### config.mk
export PLATFORM = sky130hd
export DESIGN_NAME = bac_cell
export DESIGN_NICKNAME = d
export VERILOG_FILES = /design/src/rtl/bac_pkg.sv /design/src/rtl/bac_cell.sv
export SDC_FILE = /design/constraint.sdc
export NUM_CORES = 1
export LEC_CHECK = 0
export BUFFER_PORTS_ARGS = -buffer_cell sky130_fd_sc_hd__buf_2
export CORE_MARGIN = 1.5
export CORE_UTILIZATION = 40
export DETAILED_ROUTE_END_ITERATION = 10
export MAX_ROUTING_LAYER = met4
export PLACE_DENSITY = 0.66
export REMOVE_ABC_BUFFERS = 1
export SYNTH_ARGS = -nofsm -noshare
export SYNTH_HDL_FRONTEND = slang
export SYNTH_SLANG_ARGS = --single-unit
### constraint.sdc
create_clock -name clock -period 8.35 [get_ports clock]
set_clock_uncertainty 0.2 [all_clocks]
set_input_delay 1.2525 -clock clock [delete_from_list [all_inputs] [get_ports clock]]
set_output_delay 1.2525 -clock clock [all_outputs]
set_load 0.03 [all_outputs]
### src/rtl/bac_pkg.sv
package bac_pkg;

   // Number of byte values tracked by the map.
   localparam int ALPHABET = 256;

   localparam int BYTE_W     = 8;
   localparam int RANK_W     = 9;
   localparam int SEG_IDX_W  = 3;
   localparam int SEG_W      = 1 << SEG_IDX_W;
   localparam int SEG_CNT_W  = SEG_IDX_W + 1;
   localparam int CELL_IDX_W = BYTE_W - SEG_IDX_W;
   localparam int NCELL      = (ALPHABET + SEG_W - 1) / SEG_W;

   localparam logic [1:0] KIND_LEARN  = 2'd0;
   localparam logic [1:0] KIND_ENCODE = 2'd1;
   localparam logic [1:0] KIND_DECODE = 2'd2;
   localparam logic [1:0] KIND_CLEAR  = 2'd3;

   localparam logic [BYTE_W-1:0] UNKNOWN_CHAR = 8'd63;

   typedef struct packed {
      logic [1:0]        kind;
      logic [BYTE_W-1:0] value;
   } req_type;

   typedef struct packed {
      logic [BYTE_W-1:0] symbol;
      logic              unknown;
      logic [RANK_W-1:0] distinct_count;
   } rsp_type;

   // Request travelling down the row of cells.
   typedef struct packed {
      logic              vld;
      logic [1:0]        kind;
      logic [BYTE_W-1:0] value;
      logic [RANK_W-1:0] rank;   // seen bytes in the cells already passed
      logic              found;
      logic [BYTE_W-1:0] sym;
   } token_type;

endpackage

### src/rtl/bac_cell.sv
module bac_cell import bac_pkg::*; (
   input  logic                  clock,
   input  logic                  reset,
   input  logic                  advance,
   input  logic [CELL_IDX_W-1:0] cell_idx,
   input  token_type             tok_i,
   output token_type             tok_o
);

   logic [SEG_W-1:0]     seg_ff;
   logic [SEG_W-1:0]     seg_in;
   logic [SEG_W-1:0]     live_mask;
   logic                 hit;
   logic [SEG_IDX_W-1:0] bit_sel;
   logic [SEG_CNT_W-1:0] seg_cnt;
   logic [SEG_CNT_W-1:0] below_cnt;
   logic [SEG_CNT_W-1:0] pick_cnt;
   logic [SEG_IDX_W-1:0] pick_idx;
   logic                 pick_ok;
   logic [RANK_W-1:0]    rank_top;
   logic [RANK_W-1:0]    target;
   token_type            tok_in;
   token_type            tok_ff;

   assign hit     = tok_i.value[BYTE_W-1:SEG_IDX_W] == cell_idx;
   assign bit_sel = tok_i.value[SEG_IDX_W-1:0];

   // Bits whose byte lies inside the alphabet.
   always_comb begin
      for (int j = 0; j < SEG_W; j++) begin
         live_mask[j] = {1'b0, cell_idx, SEG_IDX_W'(j)} < RANK_W'(ALPHABET);
      end
   end

   always_comb begin
      seg_in = seg_ff;
      if (tok_i.vld) begin
         case (tok_i.kind)
            KIND_LEARN: begin
               if (hit) begin
                  seg_in[bit_sel] = seg_ff[bit_sel] | live_mask[bit_sel];
               end
            end
            KIND_CLEAR: seg_in = '0;
            default: seg_in = seg_ff;
         endcase
      end
   end

   always_comb begin
      seg_cnt   = '0;
      below_cnt = '0;
      for (int j = 0; j < SEG_W; j++) begin
         seg_cnt = seg_cnt + SEG_CNT_W'(seg_in[j]);
         if (SEG_IDX_W'(j) < bit_sel) begin
            below_cnt = below_cnt + SEG_CNT_W'(seg_ff[j]);
         end
      end
   end

   assign rank_top = tok_i.rank + RANK_W'(seg_cnt);
   assign target   = RANK_W'(tok_i.value) - tok_i.rank;

   // Select the set bit whose local rank matches the target.
   always_comb begin
      pick_ok  = 1'b0;
      pick_idx = '0;
      pick_cnt = '0;
      for (int j = 0; j < SEG_W; j++) begin
         if (seg_ff[j] && !pick_ok) begin
            if (pick_cnt == target[SEG_CNT_W-1:0]) begin
               pick_ok  = 1'b1;
               pick_idx = SEG_IDX_W'(j);
            end
            pick_cnt = pick_cnt + SEG_CNT_W'(1);
         end
      end
   end

   always_comb begin
      tok_in      = tok_i;
      tok_in.rank = rank_top;
      case (tok_i.kind)
         KIND_ENCODE: begin
            if (hit && seg_ff[bit_sel] && !tok_i.found) begin
               tok_in.sym   = BYTE_W'(tok_i.rank + RANK_W'(below_cnt));
               tok_in.found = 1'b1;
            end
         end
         KIND_DECODE: begin
            if (!tok_i.found && pick_ok && RANK_W'(tok_i.value) < rank_top) begin
               tok_in.sym   = {cell_idx, pick_idx};
               tok_in.found = 1'b1;
            end
         end
         default: tok_in.sym = tok_i.sym;
      endcase
   end

   always_ff @(posedge clock) begin
      if (reset) begin
         seg_ff <= '0;
         tok_ff <= '0;
      end else if (advance) begin
         seg_ff <= seg_in;
         tok_ff <= tok_in;
      end
   end

   assign tok_o = tok_ff;

endmodule

==> impl_metrics.ini, run 1 <==
[detailed_routing]
wire_per_inst_um = 16.9
num_vias = 4604
finalWirelength_mm = 13.2
ant_nets = 0
dr.pass1.iters = 5
drt_iter0_drc = 321
via_per_inst = 5.90
drc = 0

[sta]
fmaxAchievable_mhz = 126
drv_slew = 0
period_share_pct = 95.0
final.setup.tns_ns = 0
min_period_ns = 7.93
relSlewSlack_pct = 54.6
fin_ws_ns = 0.421
grt_setup_unrepaired = false
hold_viol_final = 0
setup_viol = 0
tightest_slew_ns = 0.678

[logic_synthesis]
synth.area.mux_share_pct = 6.88
synth_warnings = 0
ys_seq_area_share_pct = 15.9
yosysTopAreaCellShare_pct = 15.9
yosys-top-cells-count = nor2_1, ha_1, dfxtp_1
async_flop_share_pct = 0
yosys.area_share.simple_pct = 20.4
synth_adder_area_share_pct = 13.7
syn_area_per_cell_sq_um = 8.04
synth_most_common_cell = nor2_1
synth_top_family_by_area = compound AO/OA/AOI/OAI gates
mappedNetlistArea_sq_um = 4670
synth-main-ff-cell = dfxtp_1
synth-seq-cells = 37
synth.area.top_cells = dfxtp_1, ha_1, mux2i_1, nor2_1, xor2_1
synth_compound_area_share_pct = 28.0
synth_xor_area_share_pct = 10.1
synth_cell_types = 94
syn_inst = 581
synth_edf_count = 0
synth_largest_area_cell = dfxtp_1

[place]
place_ws_ns = 0.149
gp_congestion = 1.00
portBuffers = 65
placedCellCount = 772
place_hpwl_mm = 10.3

[cts]
cts_resized = 0
cts_buffers = 5
cts_hold_buf = 0
clk_pin_slew_ns = 0.06
clkSinkCount = 37
cts_buffer_depth = 2
cts_setup_buffers = 0
cts_tree = built
clk-insertion-delay-late_ns = 0.28
htree_levels = 2
cts_root_buf = clkbuf_16

[critical_path]
crit_family = compound AO/OA/AOI/OAI gates
crit_slowest_cell = fa_1
start_kind = input pin
cp_common_cell = ha_1
path_max_fanout = 6
critical_path_class = in -> reg
cp.required_ns = 8.36
endpoint_kind = flop
regToRegSetupSlack_ns = 1.46
cp.arrival_ns = 7.94
crit_buf_inv = 3
critPathMaxStageDelay_ns = 0.46

[global_routing]
grt_use_total_pct = 22.1
grt_max_degree = 43
antenna_found_initial = 0
grt_pass1_vias = 4580
grt_first_pass_wirelength_mm = 22.2
grt-ovfl-total = 0

[power]
powerDensity_nw_per_um2 = 113
peakVddDrop_v = 0.000103
p_leak_nw = 2.46

[run_status]
outcome = finished, final reports clean

[final_layout]
nNetsFinal = 719
final_cells = 780
drive_above_1_share_pct = 20.1
nFillCells = 1141
area_delta_synth_final_pct = 13.9
diodes = 0

[die]
core-area_sq_um = 11400
initial_utilization_pct = 40.9
die_x_um = 111
rows = 39
dieArea_sq_um = 12300
die_y_um = 111
num_io_pins = 66

[worst_hold_path]
hp-class = reg -> reg

[job]
max-cap-violations = 0
## report_power, final
part,leakage [nW],internal (mW),switching [mW]
combinational,2.07,0.0693,0.122
clock,0.0800,0.141,0.0794
sequential,0.304,0.186,0.00448
## worst register-to-register path, cell delays in order (launching register included)
cell       delay (ns)
dfxtp_1          0.58
o31a_1           0.23
ha_1             0.23
mux2_2           0.28
ha_1             0.19
ha_1             0.29
a22o_1           0.24
a22o_1           0.21
ha_1             0.31
mux2_2           0.28
ha_1             0.28
mux2_2           0.28
ha_1             0.29
mux2_2           0.29
ha_1             0.29
mux2_2           0.30
fa_1             0.43
a21o_1           0.17
a21oi_1          0.23
nor2_1           0.08
xnor2_1          0.14
a2111oi_0        0.43
a21oi_1          0.08
a21oi_1          0.20
o21bai_1         0.14
o311a_1          0.17
## placed cells by master, fill, tap and decap left out, types with 8 or more instances in the layout
| cell | count |
|---|---|
| a211oi_1 | 13 |
| a21o_1 | 12 |
| a21oi_1 | 35 |
| a31oi_1 | 8 |
| buf_2 | 65 |
| buf_4 | 14 |
| dfxtp_1 | 37 |
| ha_1 | 39 |
| inv_1 | 29 |
| mux2_2 | 9 |
| mux2i_1 | 22 |
| nand2_1 | 36 |
| nand3_1 | 13 |
| nor2_1 | 57 |
| nor2b_1 | 11 |
| nor3_1 | 9 |
| o21ai_0 | 24 |
| xnor2_1 | 21 |
| xor2_1 | 22 |
## cell families after synthesis
group,count (synthesis)
and+or+nand+nor,184
buffers and inverters,61
AOI/OAI and AO/OA,173
muxes,31
xor gates and xnor gates,48
DFF,37
adders and majority gates,47
## layer usage
| metal | vias up | wire length [um] | track usage (%) |
|---|---|---|---|
| li1 | 2241 | - | - |
| met1 | 2170 | 5920 | 27.4 |
| met2 | 160 | 6400 | 37.6 |
| met3 | 33 | 550 | 2.24 |
| met4 | 0 | 356 | 7.93 |
| met5 | - | 0 | - |
## final timing paths
| kind | cells after the start | to | from |
|---|---|---|---|
| max | 27 | tok_o[1] | tok_i[18] |
| min | 2 | tok_o[8] | tok_o[8] |
| max reg2reg | 25 | tok_o[6] | seg_ff[0] |
| min reg2reg | 2 | tok_o[8] | tok_o[8] |
## metrics by stage
step                      power (mW)  hold slack, ns  utilization (%)  cell area [sq um]
final                          0.602           0.270             46.6               5330
after global routing           0.630           0.285             46.6               5330
after CTS                      0.606           0.271             46.6               5330
after detailed placement       0.382           0.257             45.1               5150
after global placement         0.380           0.253             45.1               5150
after floorplan                0.312           0.317                -               4540
## final cells by class
class                   count  area, sq um  area share [%]
clock buffers               5          125            2.35
clock inverters             3         46.3           0.869
repair buffers             79          430            8.08
well taps                 143          179            3.36
flip-flops and latches     37          741            13.9
inverters                  30          113            2.11
multi-input cells         483         3690            69.3
## flip-flops by register name, indices dropped and copies added (netlist names)
register  flops
seg_ff        8
tok_o        29
(Power assumes the default switching activity.)
==> run 2, diff against run 1 <==
--- a/config.mk
+++ b/config.mk
@@ -6,10 +6,9 @@
 export NUM_CORES = 1
 export LEC_CHECK = 0
 export BUFFER_PORTS_ARGS = -buffer_cell sky130_fd_sc_hd__buf_2
-export CORE_MARGIN = 1.5
+export CORE_MARGIN = 5
 export CORE_UTILIZATION = 40
 export DETAILED_ROUTE_END_ITERATION = 10
-export MAX_ROUTING_LAYER = met4
 export PLACE_DENSITY = 0.66
 export REMOVE_ABC_BUFFERS = 1
 export SYNTH_ARGS = -nofsm -noshare
==> run 2 against run 1 <==
Global-route usage fell by 3.4 points. Largest cell class unchanged. Total power is 5.4% lower. Critical path depth rose by 3. Critical endpoint is now tok_o[3]. Highest routed layer unchanged. Combinational power is essentially flat. Flip-flop and latch count unchanged. Worst setup slack improved by 0.015 ns. Clock-buffer cell count grew 1. First-iteration DRC count increased by 26%. Sequential share of layout area is 0.066 points higher.
==> impl_metrics.ini, run 2 (synthesized netlist as in run 1, its figures left out) <==
[run_status]
outcome = finished, final reports clean

[die]
die_x_um = 118
initial_utilization_pct = 40.9
core-area_sq_um = 11400
dieArea_sq_um = 13900
num_io_pins = 66
die_y_um = 118
rows = 39

[critical_path]
start_kind = input pin
r2r_cells = 25
cp.arrival_ns = 7.92
cp_common_cell = ha_1
critical_path_class = in -> reg
worstReg2RegStart = seg_ff[0]
regToRegSetupSlack_ns = 1.44
critPathMaxStageDelay_ns = 0.59
endpoint_kind = flop
rr_endpoint = tok_o[6]
path_max_fanout = 5
crit_slowest_cell = or4_1
cp.required_ns = 8.36

[global_routing]
grt_max_degree = 43
grt_pass1_vias = 4610
antenna_found_initial = 0
grt_use_total_pct = 18.7
grt-ovfl-total = 0
grt_first_pass_wirelength_mm = 22.4

[sta]
final.setup.tns_ns = 0
tightest_slew_ns = 0.712
period_share_pct = 94.8
grt_setup_unrepaired = false
min_period_ns = 7.91
fmaxAchievable_mhz = 126
setup_viol = 0
relSlewSlack_pct = 51.9
drv_slew = 0
hold_viol_final = 0
fin_ws_ns = 0.436

[power]
p_leak_nw = 2.44
peakVddDrop_v = 0.0000932
powerDensity_nw_per_um2 = 107

[detailed_routing]
drt_iter0_drc = 404
wire_per_inst_um = 17.3
num_vias = 4587
drc = 0
finalWirelength_mm = 13.5
dr.pass1.iters = 5
via_per_inst = 5.90
ant_nets = 0

[cts]
cts_root_buf = clkbuf_16
clk-insertion-delay-late_ns = 0.28
cts_tree = built
htree_levels = 2
cts_buffer_depth = 2
clk_pin_slew_ns = 0.06
cts_buffers = 5
clkSinkCount = 37

[worst_hold_path]
whs_path_depth = 2
hp-start = tok_o[8]
hold_end = tok_o[8]
hp-class = reg -> reg

[job]
max-cap-violations = 0

[place]
place_hpwl_mm = 10.6
portBuffers = 65
gp_congestion = 0.956
place_ws_ns = 0.159

[final_layout]
final_common_cell = buf_2
area_delta_synth_final_pct = 13.4
largest_reg_flops = 29
drive_above_1_share_pct = 19.8
nNetsFinal = 718
layout_common_cells = buf_2, nor2_1, ha_1
diodes = 0
==> run 2: changes by cell type in the layout (fill, tap and decap cells not counted), sizes merged <==
cell	delta
clkinv	-1
bufinv	-1
clkbuf	+1
buf	-1
==> run 2: per-stage QoR <==
stage / utilization, % / hold WS [ns] / std cells / power (mW) / area (sq um)
finish: 46.4 / 0.262 / 778 / 0.569 / 5300
global route: 46.4 / 0.301 / 778 / 0.597 / 5300
CTS: 46.3 / 0.268 / 777 / 0.571 / 5290
detailed placement: 45.0 / 0.256 / 770 / 0.380 / 5140
global placement: 45.0 / 0.255 / 770 / 0.378 / 5140
floorplan: - / 0.317 / 550 / 0.312 / 4540
==> run 2: layout make-up <==
cell class	count	area, sq um
Multi-Input combinational cell	483	3700
Tap cell	143	179
Timing Repair Buffer	78	423
Clock inverter	1	7.51
Inverter	30	113
Clock buffer	6	139
Fill cell	1144	6120
Sequential cell	37	741
==> run 2: timing repair <==
action,CTS,global route
endpoints found under the setup margin,0,2
resized for setup,0,1
setup buffers,0,1
hold buffers,0,0
==> run 2: layer usage <==
metal	routed length [um]	share of wire (%)	track usage, %	up-vias
met3	786	5.8	3.32	40
met1	5770	43	22.6	2128
met2	6530	48	32.9	159
li1	-	-	-	2260
met4	392	2.9	6.88	0
met5	0	0	0	-
==> run 2: report_power, final <==
part	internal, mW	total (mW)	switching (mW)
sequential	0.186	0.190	0.00458
combinational	0.0681	0.189	0.121
clock	0.117	0.190	0.0728
total	0.371	0.569	0.198
==> run 2: worst max-delay path by stage <==
| stage | from | to | cells past startpoint | slack [ns] |
|---|---|---|---|---|
| floorplan | tok_i[18] | tok_o[1] | 28 | 0.50 |
| global placement | tok_i[21] | tok_o[2] | 29 | 0.37 |
| detailed placement | tok_i[18] | tok_o[1] | 27 | 0.16 |
| CTS | tok_i[18] | tok_o[1] | 27 | 0.45 |
| global route | tok_i[18] | tok_o[5] | 30 | 0.003 |
| finish | tok_i[18] | tok_o[3] | 30 | 0.44 |
==> run 2: critical path, delay by kind of cell <==
kind,cells,cell delay (ns)
AO/OA/AOI/OAI,8,1.45
AND/OR/NAND/NOR,8,1.71
buffers and inverters,4,0.42
XOR/XNOR,2,0.58
multiplexers,1,0.27
adder cells (fa/ha/maj),7,2.23
